[src/rtl/core/ssag_pkg.sv]
// ----------------------------------------------------------------------------
// ssag_pkg: shared types and constants for the spiral scan address generator
// Field widths, configuration register indexes and walk leg codes.
// ----------------------------------------------------------------------------
package ssag_pkg;

  // fixed field widths
  localparam int COORD_W    = 8;
  localparam int DIM_W      = 9;
  localparam int FILL_W     = 32;
  localparam int REMAIN_W   = 16;
  localparam int CFG_IDX_W  = 8;
  localparam int CFG_DATA_W = 32;

  // largest matrix side that the coordinate fields can address
  localparam int DIM_CAP = 256;

  // parameter defaults
  localparam int MAX_ROWS_DEF    = 256;
  localparam int MAX_COLS_DEF    = 256;
  localparam int VALUE_WIDTH_DEF = 32;

  // configuration register indexes
  typedef enum logic [CFG_IDX_W-1:0] {
    REG_NUM_ROWS    = 8'd0,
    REG_NUM_COLS    = 8'd1,
    REG_START_VALUE = 8'd2,
    REG_CLOCKWISE   = 8'd3
  } cfg_reg_t;

  // legs of one ring of the clockwise walk frame
  typedef enum logic [1:0] {
    LEG_RIGHT = 2'd0,
    LEG_DOWN  = 2'd1,
    LEG_LEFT  = 2'd2,
    LEG_UP    = 2'd3
  } leg_phase_t;

endpackage

[src/rtl/core/ssag_in_if.sv]
// ----------------------------------------------------------------------------
// ssag_in_if: input tick channel
// Valid/ready channel carrying the restart flag of one tick.
// ----------------------------------------------------------------------------
interface ssag_in_if;
  logic valid;
  logic ready;
  logic restart;

  modport source (output valid, output restart, input ready);
  modport sink   (input valid, input restart, output ready);
endinterface

[src/rtl/core/ssag_out_if.sv]
// ----------------------------------------------------------------------------
// ssag_out_if: spiral position result channel
// Valid/ready channel carrying one position of the spiral order.
// ----------------------------------------------------------------------------
interface ssag_out_if;
  logic                            valid;
  logic                            ready;
  logic [ssag_pkg::COORD_W-1:0]    row_index;
  logic [ssag_pkg::COORD_W-1:0]    col_index;
  logic signed [ssag_pkg::FILL_W-1:0] fill_value;
  logic                            last_of_pass;
  logic                            overflow;

  modport source (output valid, output row_index, output col_index, output fill_value,
                  output last_of_pass, output overflow, input ready);
  modport sink   (input valid, input row_index, input col_index, input fill_value,
                  input last_of_pass, input overflow, output ready);
endinterface

[src/rtl/core/ssag_cfg_if.sv]
// ----------------------------------------------------------------------------
// ssag_cfg_if: configuration write channel
// Valid/ready channel carrying a register index and write data.
// ----------------------------------------------------------------------------
interface ssag_cfg_if;
  logic                              valid;
  logic                              ready;
  logic [ssag_pkg::CFG_IDX_W-1:0]    index;
  logic [ssag_pkg::CFG_DATA_W-1:0]   data;

  modport source (output valid, output index, output data, input ready);
  modport sink   (input valid, input index, input data, output ready);
endinterface

[src/rtl/core/spiral_scan_address_generator.sv]
// ----------------------------------------------------------------------------
// spiral_scan_address_generator: spiral fill order of a rows x cols matrix
// Emits one (row, column, value) position per input tick, clockwise from the
// top row or counterclockwise down the left column, marking the last one.
// ----------------------------------------------------------------------------
//
//  channel  dir  payload                                          handshake
//  -------  ---  -----------------------------------------------  ---------
//  in_ch    in   restart                                          valid/ready
//  out_ch   out  row_index, col_index, fill_value, last_of_pass,  valid/ready
//                overflow
//  cfg_ch   in   index, data                                      valid/ready
//
//  one tick per clock sustained while out_ch is ready; each result is registered
//  on its transfer in, in a single result register fed by the bound/position logic
//  rst_n (synchronous) restores 1x1 clockwise, start value 0, no pass active
//  a stalled result holds; a new tick is taken in the same cycle the result
//  is taken, so ready follows out_ch.ready when the result register is full
//  cfg_ch is always ready; settings are sampled when a pass begins
//
module spiral_scan_address_generator #(
  parameter int MAX_ROWS    = ssag_pkg::MAX_ROWS_DEF,
  parameter int MAX_COLS    = ssag_pkg::MAX_COLS_DEF,
  parameter int VALUE_WIDTH = ssag_pkg::VALUE_WIDTH_DEF
) (
  input  logic        clk,
  input  logic        rst_n,
  ssag_in_if.sink     in_ch,
  ssag_out_if.source  out_ch,
  ssag_cfg_if.sink    cfg_ch
);

  localparam int CW = ssag_pkg::COORD_W;
  localparam int DW = ssag_pkg::DIM_W;
  localparam int RW = ssag_pkg::REMAIN_W;
  localparam int VW = VALUE_WIDTH;
  localparam int ROW_LIM = (MAX_ROWS < ssag_pkg::DIM_CAP) ? MAX_ROWS : ssag_pkg::DIM_CAP;
  localparam int COL_LIM = (MAX_COLS < ssag_pkg::DIM_CAP) ? MAX_COLS : ssag_pkg::DIM_CAP;
  localparam logic [VW-1:0] MAX_POS = {1'b0, {(VW-1){1'b1}}};

  // configuration registers
  logic [DW-1:0]                    num_rows_r;
  logic [DW-1:0]                    num_cols_r;
  logic [ssag_pkg::CFG_DATA_W-1:0]  start_value_r;
  logic                             clockwise_r;

  // walk state
  logic [CW-1:0]          top_r, bottom_r, left_r, right_r;
  logic [CW-1:0]          cur_row_r, cur_col_r;
  ssag_pkg::leg_phase_t   phase_r;
  logic [VW-1:0]          cur_value_r;
  logic                   overflow_seen_r;
  logic                   pass_active_r;
  logic                   walk_cw_r;
  logic [RW-1:0]          remaining_r;

  logic [CW-1:0]          top_nxt, bottom_nxt, left_nxt, right_nxt;
  logic [CW-1:0]          cur_row_nxt, cur_col_nxt;
  ssag_pkg::leg_phase_t   phase_nxt;
  logic [VW-1:0]          cur_value_nxt;
  logic                   overflow_seen_nxt;
  logic                   pass_active_nxt;
  logic                   walk_cw_nxt;
  logic [RW-1:0]          remaining_nxt;

  // result register
  logic                       out_valid_r;
  logic [CW-1:0]              row_index_r, col_index_r;
  logic [ssag_pkg::FILL_W-1:0] fill_value_r;
  logic                       last_r, overflow_r;

  logic                       in_ready;
  logic                       in_fire;
  logic                       out_fire;
  logic                       pass_start;
  logic [DW-1:0]              rows_cl, cols_cl;
  logic [2*DW-1:0]            area;
  logic [63:0]                start_ext;
  logic signed [63:0]         fill_ext;
  logic                       last_nxt;

  // handshake
  assign in_ready     = !out_valid_r || out_ch.ready;
  assign in_ch.ready  = in_ready;
  assign in_fire      = in_ch.valid && in_ready;
  assign out_fire     = out_valid_r && out_ch.ready;
  assign cfg_ch.ready = 1'b1;
  assign pass_start   = in_ch.restart || !pass_active_r;

  // dimension clamping and pass size
  always_comb begin
    if (num_rows_r == '0) begin
      rows_cl = DW'(1);
    end else if (num_rows_r > DW'(ROW_LIM)) begin
      rows_cl = DW'(ROW_LIM);
    end else begin
      rows_cl = num_rows_r;
    end
    if (num_cols_r == '0) begin
      cols_cl = DW'(1);
    end else if (num_cols_r > DW'(COL_LIM)) begin
      cols_cl = DW'(COL_LIM);
    end else begin
      cols_cl = num_cols_r;
    end
  end

  assign area      = rows_cl * cols_cl;
  assign start_ext = {{32{start_value_r[31]}}, start_value_r};

  // next position in the clockwise walk frame
  always_comb begin
    logic signed [CW+1:0] t, b, l, r, row, col;
    t   = signed'({2'b00, top_r});
    b   = signed'({2'b00, bottom_r});
    l   = signed'({2'b00, left_r});
    r   = signed'({2'b00, right_r});
    row = signed'({2'b00, cur_row_r});
    col = signed'({2'b00, cur_col_r});

    top_nxt           = top_r;
    bottom_nxt        = bottom_r;
    left_nxt          = left_r;
    right_nxt         = right_r;
    cur_row_nxt       = cur_row_r;
    cur_col_nxt       = cur_col_r;
    phase_nxt         = phase_r;
    cur_value_nxt     = cur_value_r;
    overflow_seen_nxt = overflow_seen_r;
    walk_cw_nxt       = walk_cw_r;
    remaining_nxt     = remaining_r;

    if (pass_start) begin
      // new pass: latch settings, counterclockwise walks the transpose
      walk_cw_nxt       = clockwise_r;
      top_nxt           = '0;
      left_nxt          = '0;
      bottom_nxt        = clockwise_r ? CW'(rows_cl - DW'(1)) : CW'(cols_cl - DW'(1));
      right_nxt         = clockwise_r ? CW'(cols_cl - DW'(1)) : CW'(rows_cl - DW'(1));
      cur_row_nxt       = '0;
      cur_col_nxt       = '0;
      phase_nxt         = ssag_pkg::LEG_RIGHT;
      cur_value_nxt     = start_ext[VW-1:0];
      overflow_seen_nxt = 1'b0;
      remaining_nxt     = RW'(area - (2*DW)'(1));
    end else begin
      // running value and sticky wrap flag
      if (cur_value_r == MAX_POS) begin
        overflow_seen_nxt = 1'b1;
      end
      cur_value_nxt = cur_value_r + VW'(1);
      if (remaining_r != '0) begin
        remaining_nxt = remaining_r - RW'(1);
      end

      // step along the current leg, else enter the next non-empty leg
      if (phase_r == ssag_pkg::LEG_RIGHT && col < r) begin
        cur_col_nxt = CW'(col + 1);
      end else if (phase_r == ssag_pkg::LEG_DOWN && row < b) begin
        cur_row_nxt = CW'(row + 1);
      end else if (phase_r == ssag_pkg::LEG_LEFT && col > l) begin
        cur_col_nxt = CW'(col - 1);
      end else if (phase_r == ssag_pkg::LEG_UP && row > t + 1) begin
        cur_row_nxt = CW'(row - 1);
      end else if (phase_r == ssag_pkg::LEG_RIGHT && t + 1 <= b) begin
        phase_nxt   = ssag_pkg::LEG_DOWN;
        cur_row_nxt = CW'(t + 1);
        cur_col_nxt = CW'(r);
      end else if ((phase_r == ssag_pkg::LEG_RIGHT || phase_r == ssag_pkg::LEG_DOWN) &&
                   t < b && r - 1 >= l) begin
        phase_nxt   = ssag_pkg::LEG_LEFT;
        cur_row_nxt = CW'(b);
        cur_col_nxt = CW'(r - 1);
      end else if (phase_r != ssag_pkg::LEG_UP && l < r && b - 1 >= t + 1) begin
        phase_nxt   = ssag_pkg::LEG_UP;
        cur_row_nxt = CW'(b - 1);
        cur_col_nxt = CW'(l);
      end else begin
        // ring done: shrink bounds and start the inner ring
        top_nxt     = CW'(t + 1);
        bottom_nxt  = CW'(b - 1);
        left_nxt    = CW'(l + 1);
        right_nxt   = CW'(r - 1);
        phase_nxt   = ssag_pkg::LEG_RIGHT;
        cur_row_nxt = CW'(t + 1);
        cur_col_nxt = CW'(l + 1);
      end
    end

    last_nxt        = (remaining_nxt == '0);
    pass_active_nxt = !last_nxt;
  end

  // value sign-extended from the value width
  assign fill_ext = 64'(signed'(cur_value_nxt));

  // configuration writes
  always_ff @(posedge clk) begin
    if (!rst_n) begin
      num_rows_r    <= DW'(1);
      num_cols_r    <= DW'(1);
      start_value_r <= '0;
      clockwise_r   <= 1'b1;
    end else if (cfg_ch.valid) begin
      case (cfg_ch.index)
        ssag_pkg::REG_NUM_ROWS:    num_rows_r    <= cfg_ch.data[DW-1:0];
        ssag_pkg::REG_NUM_COLS:    num_cols_r    <= cfg_ch.data[DW-1:0];
        ssag_pkg::REG_START_VALUE: start_value_r <= cfg_ch.data;
        ssag_pkg::REG_CLOCKWISE:   clockwise_r   <= cfg_ch.data[0];
        default: ;
      endcase
    end
  end

  // walk state update on each tick transfer
  always_ff @(posedge clk) begin
    if (!rst_n) begin
      top_r           <= '0;
      bottom_r        <= '0;
      left_r          <= '0;
      right_r         <= '0;
      cur_row_r       <= '0;
      cur_col_r       <= '0;
      phase_r         <= ssag_pkg::LEG_RIGHT;
      cur_value_r     <= '0;
      overflow_seen_r <= 1'b0;
      pass_active_r   <= 1'b0;
      walk_cw_r       <= 1'b1;
      remaining_r     <= '0;
    end else if (in_fire) begin
      top_r           <= top_nxt;
      bottom_r        <= bottom_nxt;
      left_r          <= left_nxt;
      right_r         <= right_nxt;
      cur_row_r       <= cur_row_nxt;
      cur_col_r       <= cur_col_nxt;
      phase_r         <= phase_nxt;
      cur_value_r     <= cur_value_nxt;
      overflow_seen_r <= overflow_seen_nxt;
      pass_active_r   <= pass_active_nxt;
      walk_cw_r       <= walk_cw_nxt;
      remaining_r     <= remaining_nxt;
    end
  end

  // result register
  always_ff @(posedge clk) begin
    if (!rst_n) begin
      out_valid_r <= 1'b0;
    end else if (in_fire) begin
      out_valid_r <= 1'b1;
    end else if (out_fire) begin
      out_valid_r <= 1'b0;
    end
  end

  always_ff @(posedge clk) begin
    if (in_fire) begin
      row_index_r  <= walk_cw_nxt ? cur_row_nxt : cur_col_nxt;
      col_index_r  <= walk_cw_nxt ? cur_col_nxt : cur_row_nxt;
      fill_value_r <= fill_ext[ssag_pkg::FILL_W-1:0];
      last_r       <= last_nxt;
      overflow_r   <= overflow_seen_nxt;
    end
  end

  assign out_ch.valid        = out_valid_r;
  assign out_ch.row_index    = row_index_r;
  assign out_ch.col_index    = col_index_r;
  assign out_ch.fill_value   = signed'(fill_value_r);
  assign out_ch.last_of_pass = last_r;
  assign out_ch.overflow     = overflow_r;

  // checks
  a_reset_empty: assert property (@(posedge clk) !rst_n |=> !out_valid_r)
    else $error("result register not empty after reset");

  a_pass_origin: assert property (@(posedge clk) disable iff (!rst_n)
    (in_fire && pass_start) |=> (cur_row_r == '0 && cur_col_r == '0))
    else $error("pass did not begin at origin");

  a_last_ends_pass: assert property (@(posedge clk) disable iff (!rst_n)
    (in_fire && last_nxt) |=> (!pass_active_r && last_r))
    else $error("last position did not close the pass");

  a_overflow_sticky: assert property (@(posedge clk) disable iff (!rst_n)
    (in_fire && !pass_start && overflow_seen_r) |=> (overflow_seen_r && overflow_r))
    else $error("overflow flag dropped within a pass");

  a_take_while_full: assert property (@(posedge clk) disable iff (!rst_n)
    (out_valid_r && out_ch.ready && in_ch.valid) |-> in_fire)
    else $error("tick refused while result drained");

endmodule

[src/flat_wrapper.sv]
// flat-port wrapper written by rule: the top's interface ports become plain ports
module spiral_scan_address_generator_flat 
#(
  parameter int MAX_ROWS    = ssag_pkg::MAX_ROWS_DEF,
  parameter int MAX_COLS    = ssag_pkg::MAX_COLS_DEF,
  parameter int VALUE_WIDTH = ssag_pkg::VALUE_WIDTH_DEF
)
  (clk, rst_n, in_ch_valid, in_ch_restart, in_ch_ready, out_ch_valid, out_ch_row_index, out_ch_col_index, out_ch_fill_value, out_ch_last_of_pass, out_ch_overflow, out_ch_ready, cfg_ch_valid, cfg_ch_index, cfg_ch_data, cfg_ch_ready);
  ssag_in_if in_ch_i ();
  ssag_out_if out_ch_i ();
  ssag_cfg_if cfg_ch_i ();
  input  logic clk;
  input  logic rst_n;
  input wire logic [$bits(in_ch_i.valid)-1:0] in_ch_valid;
  input wire logic [$bits(in_ch_i.restart)-1:0] in_ch_restart;
  output wire logic [$bits(in_ch_i.ready)-1:0] in_ch_ready;
  output wire logic [$bits(out_ch_i.valid)-1:0] out_ch_valid;
  output wire logic [$bits(out_ch_i.row_index)-1:0] out_ch_row_index;
  output wire logic [$bits(out_ch_i.col_index)-1:0] out_ch_col_index;
  output wire logic [$bits(out_ch_i.fill_value)-1:0] out_ch_fill_value;
  output wire logic [$bits(out_ch_i.last_of_pass)-1:0] out_ch_last_of_pass;
  output wire logic [$bits(out_ch_i.overflow)-1:0] out_ch_overflow;
  input wire logic [$bits(out_ch_i.ready)-1:0] out_ch_ready;
  input wire logic [$bits(cfg_ch_i.valid)-1:0] cfg_ch_valid;
  input wire logic [$bits(cfg_ch_i.index)-1:0] cfg_ch_index;
  input wire logic [$bits(cfg_ch_i.data)-1:0] cfg_ch_data;
  output wire logic [$bits(cfg_ch_i.ready)-1:0] cfg_ch_ready;
  assign in_ch_i.valid = in_ch_valid;
  assign in_ch_i.restart = in_ch_restart;
  assign in_ch_ready = in_ch_i.ready;
  assign out_ch_valid = out_ch_i.valid;
  assign out_ch_row_index = out_ch_i.row_index;
  assign out_ch_col_index = out_ch_i.col_index;
  assign out_ch_fill_value = out_ch_i.fill_value;
  assign out_ch_last_of_pass = out_ch_i.last_of_pass;
  assign out_ch_overflow = out_ch_i.overflow;
  assign out_ch_i.ready = out_ch_ready;
  assign cfg_ch_i.valid = cfg_ch_valid;
  assign cfg_ch_i.index = cfg_ch_index;
  assign cfg_ch_i.data = cfg_ch_data;
  assign cfg_ch_ready = cfg_ch_i.ready;
  spiral_scan_address_generator #(.MAX_ROWS(MAX_ROWS), .MAX_COLS(MAX_COLS), .VALUE_WIDTH(VALUE_WIDTH)) u_core (.clk(clk), .rst_n(rst_n), .in_ch(in_ch_i), .out_ch(out_ch_i), .cfg_ch(cfg_ch_i));
endmodule
[config.mk]
export PLATFORM = sky130hd
export DESIGN_NAME = spiral_scan_address_generator_flat
export DESIGN_NICKNAME = d
export VERILOG_FILES = /design/src/rtl/core/ssag_pkg.sv /design/src/rtl/core/ssag_in_if.sv /design/src/rtl/core/ssag_out_if.sv /design/src/rtl/core/ssag_cfg_if.sv /design/src/rtl/core/spiral_scan_address_generator.sv /design/src/flat_wrapper.sv
export SDC_FILE = /design/constraint.sdc
export NUM_CORES = 1
export LEC_CHECK = 0
export BUFFER_PORTS_ARGS = -buffer_cell sky130_fd_sc_hd__buf_2
export CORE_AREA = 4 4 238 240
export DETAILED_ROUTE_END_ITERATION = 7
export DIE_AREA = 0 0 242 244
export PLACE_DENSITY = 0.48
export SLEW_MARGIN = 20
export SYNTH_ARGS = -nofsm -noshare
export SYNTH_HDL_FRONTEND = slang
export SYNTH_SLANG_ARGS = --single-unit
export TNS_END_PERCENT = 30
[constraint.sdc]
create_clock -name clk -period 11.8 [get_ports clk]
set_input_delay 1.18 -clock clk [delete_from_list [all_inputs] [get_ports clk]]
set_output_delay 1.18 -clock clk [all_outputs]
set_load 0.05 [all_outputs]
==> impl_metrics.env <==
export IMPL_cts_root_buf="clkbuf_16"
export IMPL_nNetsFinal=2254
export IMPL_cts_resized=0
export IMPL_grt_setup_unrepaired="false"
export IMPL_ys_types=101
export IMPL_fin_ws_ns=5.10
export IMPL_wl_per_cell_um=18.8
export IMPL_die_w_um=242
export IMPL_ys_ff_latch=203
export IMPL_n_antenna_cell=0
export IMPL_hold_end="u_core.start_value_r[18]"
export IMPL_grt_pass1_vias=14500
export IMPL_tightest_slew_ns=1.11
export IMPL_max_slew_margin_pct=26.1
export IMPL_syn_num_nets=2227
export IMPL_place_hpwl_um=37800
export IMPL_status="finished, final reports clean"
export IMPL_critPathRequiredTime_ns=12.21
export IMPL_num_vias=15200
export IMPL_clk_latency_ns=0.58
export IMPL_viasPerCell=5.51
export IMPL_cts_setup_buffers=0
export IMPL_critPathKind="register to register"
export IMPL_cts_buffer_depth=3
export IMPL_maxCapViolCount=0
export IMPL_wirelength_um=51700
export IMPL_fmax_ghz=0.149
export IMPL_pin_count=99
export IMPL_coreArea_mm2=0.0547
export IMPL_synth_area_mm2=0.0162
export IMPL_ant_nets=0
export IMPL_yosys_warnings=0
export IMPL_grt_max_degree=101
export IMPL_setup_viol=0
export IMPL_htreeDepth=1
export IMPL_die_h_um=244
export IMPL_cp_max_fo=8
export IMPL_fillCellCount=5860
export IMPL_row_count=86
export IMPL_grt_pass1_wl_um=81600
export IMPL_rrSetupSlack_ns=5.10
export IMPL_hold_violations=0
export IMPL_r2r_start="u_core.num_rows_r[3]"
export IMPL_pre_cts_ws_ns=5.13
export IMPL_gp_congestion=0.909
export IMPL_ys_flop_type="dfxtp_1"
export IMPL_fin_crit_ns=6.70
export IMPL_netlist_instances=2005
export IMPL_end_kind="register"
export IMPL_hp_start="u_core.start_value_r[18]"
export IMPL_drc_errors=0
export IMPL_drtIter0Drc=1092
export IMPL_synth_edf_count=50
export IMPL_path_clk_slew_ns=0.07
export IMPL_start_util_pct=29.7
export IMPL_antenna_found_initial=0
export IMPL_hold_path_class="register to register"
export IMPL_overflow=0
export IMPL_tritoncts="built"
export IMPL_yosysSeqAreaShare_pct=28.2
export IMPL_synth_async_reset_ratio_pct=0
export IMPL_drt_pass1_iterations=6
export IMPL_fp_dieArea_mm2=0.0590
export IMPL_reg2reg_depth=20
export IMPL_cts_made_buffers=26
export IMPL_cts_sinks=203
export IMPL_maxSlewViolCount=0
export IMPL_power_density_mw_per_mm2=114
export IMPL_area_growth_pct=11.6
export IMPL_ctsHoldBuffers=0
export IMPL_p_leak_nw=6.88
export IMPL_period_share_pct=56.8
export IMPL_whs_path_depth=2
export IMPL_portBuffers=97
export IMPL_arrival_ns=7.11
export IMPL_setup_tns_ns=0
export IMPL_final_layout_size_suffix_gt1_share_pct=10.4
export IMPL_rr_endpoint="u_core.pass_active_r"
export IMPL_cp_start_kind="register"
export IMPL_grt_usage_pct=16.8
export IMPL_avgSynthCellArea_um2=8.09
export IMPL_clock_skew_ns=0.0240
export IMPL_vdd_drop_max_v=0.0000959
flip-flops by register name, summed over array words and instances (netlist names), 9 cells and up:
register / count
u_core.num_rows_r: 9
u_core.start_value_r: 32
u_core.cur_value_r: 32
u_core.remaining_r: 16
u_core.out_ch.fill_value: 32
u_core.num_cols_r: 9
power by group:
group	internal (mW)	switching (mW)
Clock	0.451	0.334
Combinational	0.159	0.359
Sequential	0.733	0.0225
Total	1.34	0.716
Yosys cell counts (all sizes together), types with 8 or more instances:
library cell | n | area, um^2
ha | 123 | 1540
and2 | 12 | 75.1
nor2b | 26 | 163
or2 | 9 | 58.8
o22ai | 29 | 181
nor2 | 170 | 638
xnor2 | 44 | 385
nand3 | 78 | 403
buf | 28 | 145
a21o | 13 | 98.9
nand2 | 278 | 1050
or3 | 21 | 138
nor3 | 56 | 307
o21ai | 111 | 556
inv | 133 | 499
a311oi | 11 | 96.3
fa | 53 | 1060
mux2i | 34 | 340
a211oi | 24 | 185
o31ai | 19 | 166
o211ai | 22 | 165
nor4 | 28 | 230
clkbuf | 87 | 328
nand2b | 21 | 131
and3 | 12 | 75.1
o21a | 8 | 60.1
nand4 | 25 | 163
a21oi | 128 | 641
a22oi | 13 | 97.6
or4 | 8 | 67.6
edfxtp | 50 | 1500
a31oi | 14 | 109
dfxtp | 153 | 3060
xor2 | 31 | 272
per-layer routing:
| metal | up-vias | share of wire (%) | track usage, % |
|---|---|---|---|
| li1 | 7268 | - | - |
| met1 | 7436 | 47 | 23.9 |
| met2 | 404 | 45 | 27.0 |
| met3 | 67 | 5.4 | 2.30 |
| met4 | 0 | 2.6 | 4.17 |
| met5 | - | 0 | 0 |
area by class of cell:
| cell class | count | area, um^2 | area share [%] |
|---|---|---|---|
| multi-input combinational | 1552 | 10700 | 59.1 |
| sequential | 203 | 4560 | 25.2 |
| tap | 704 | 881 | 4.87 |
| clock buffer | 38 | 727 | 4.02 |
| timing repair buffer | 114 | 613 | 3.39 |
| inverter | 135 | 510 | 2.82 |
| clock inverter | 10 | 104 | 0.574 |
how the worst max path moves through the flow:
stage	startpoint	to	slack (ns)	cells past startpoint
after detailed placement	u_core.num_rows_r[3]	u_core.pass_active_r	5.13	20
after global placement	u_core.num_rows_r[3]	u_core.pass_active_r	5.26	20
final	u_core.num_rows_r[3]	u_core.pass_active_r	5.10	20
after global routing	u_core.num_rows_r[2]	u_core.pass_active_r	4.65	20
after CTS	u_core.num_rows_r[3]	u_core.pass_active_r	5.10	20
after floorplan	u_core.num_rows_r[1]	u_core.pass_active_r	5.78	20
critical path, stage by stage (launching register included):
cell and delay (ns):
dfxtp_1 0.38, or4_4 0.52, nor4_2 0.26, nor2_1 0.07
nor2_1 0.32, nand2_1 0.14, fa_1 0.48, fa_1 0.56
fa_1 0.44, fa_1 0.54, inv_1 0.05, fa_1 0.48
ha_1 0.42, o211ai_1 0.17, nand2b_1 0.22, a2111oi_0 0.68
o22ai_1 0.21, mux2i_1 0.23, nand3_1 0.12, nor3_2 0.15
a21oi_1 0.08
layout by cell type, fill, tap and decap left out, types with 8 or more instances in the layout:
| master | netlist | layout |
|---|---|---|
| nand3_1 | 77 | 77 |
| a22oi_1 | 13 | 13 |
| buf_2 | 17 | 97 |
| nand4_1 | 24 | 24 |
| and3_1 | 12 | 12 |
| clkbuf_1 | 86 | 10 |
| o22ai_1 | 29 | 29 |
| o21ai_0 | 105 | 105 |
| and2_1 | 11 | 11 |
| a211oi_1 | 23 | 23 |
| clkbuf_16 | 0 | 27 |
| nand2_1 | 277 | 276 |
| inv_1 | 131 | 130 |
| buf_4 | 3 | 17 |
| o21a_1 | 8 | 8 |
| xor2_1 | 31 | 31 |
| dfxtp_1 | 153 | 153 |
| a311oi_1 | 11 | 11 |
| fa_1 | 53 | 53 |
| a31oi_1 | 12 | 12 |
| nand2b_1 | 21 | 20 |
| or2_2 | 8 | 8 |
| nor2b_1 | 26 | 25 |
| mux2i_1 | 34 | 34 |
| a21o_1 | 12 | 12 |
| or3_1 | 19 | 19 |
| edfxtp_1 | 50 | 50 |
| o31ai_1 | 16 | 16 |
| o211ai_1 | 22 | 22 |
| nor3_1 | 52 | 50 |
| xnor2_1 | 44 | 44 |
| a21oi_1 | 128 | 128 |
| nor4_1 | 22 | 22 |
| ha_1 | 123 | 123 |
| nor2_1 | 170 | 170 |
metrics by stage:
step	utilization (%)	instance area, um^2	hold WS (ns)	power, mW	std cells
after floorplan	-	16200	0.437	1.13	2005
after global placement	31.6	17300	0.447	1.27	2708
after detailed placement	31.6	17300	0.448	1.28	2708
after CTS	33.1	18100	0.457	2.08	2756
after global routing	33.1	18100	0.470	2.15	2756
final	33.1	18100	0.453	2.06	2756
logic make-up after synthesis:
kind of cell | count (synthesis) | share of synthesized area, %
mux | 34 | 2.10
xor+xnor | 76 | 4.19
other cells | 1 | 0.0231
buf+inv | 250 | 6.04
flops | 203 | 28.2
simple gates | 768 | 22.8
fa+ha+maj | 176 | 16.0
compound gates | 497 | 20.6
Power figures use the tool's default switching activity.
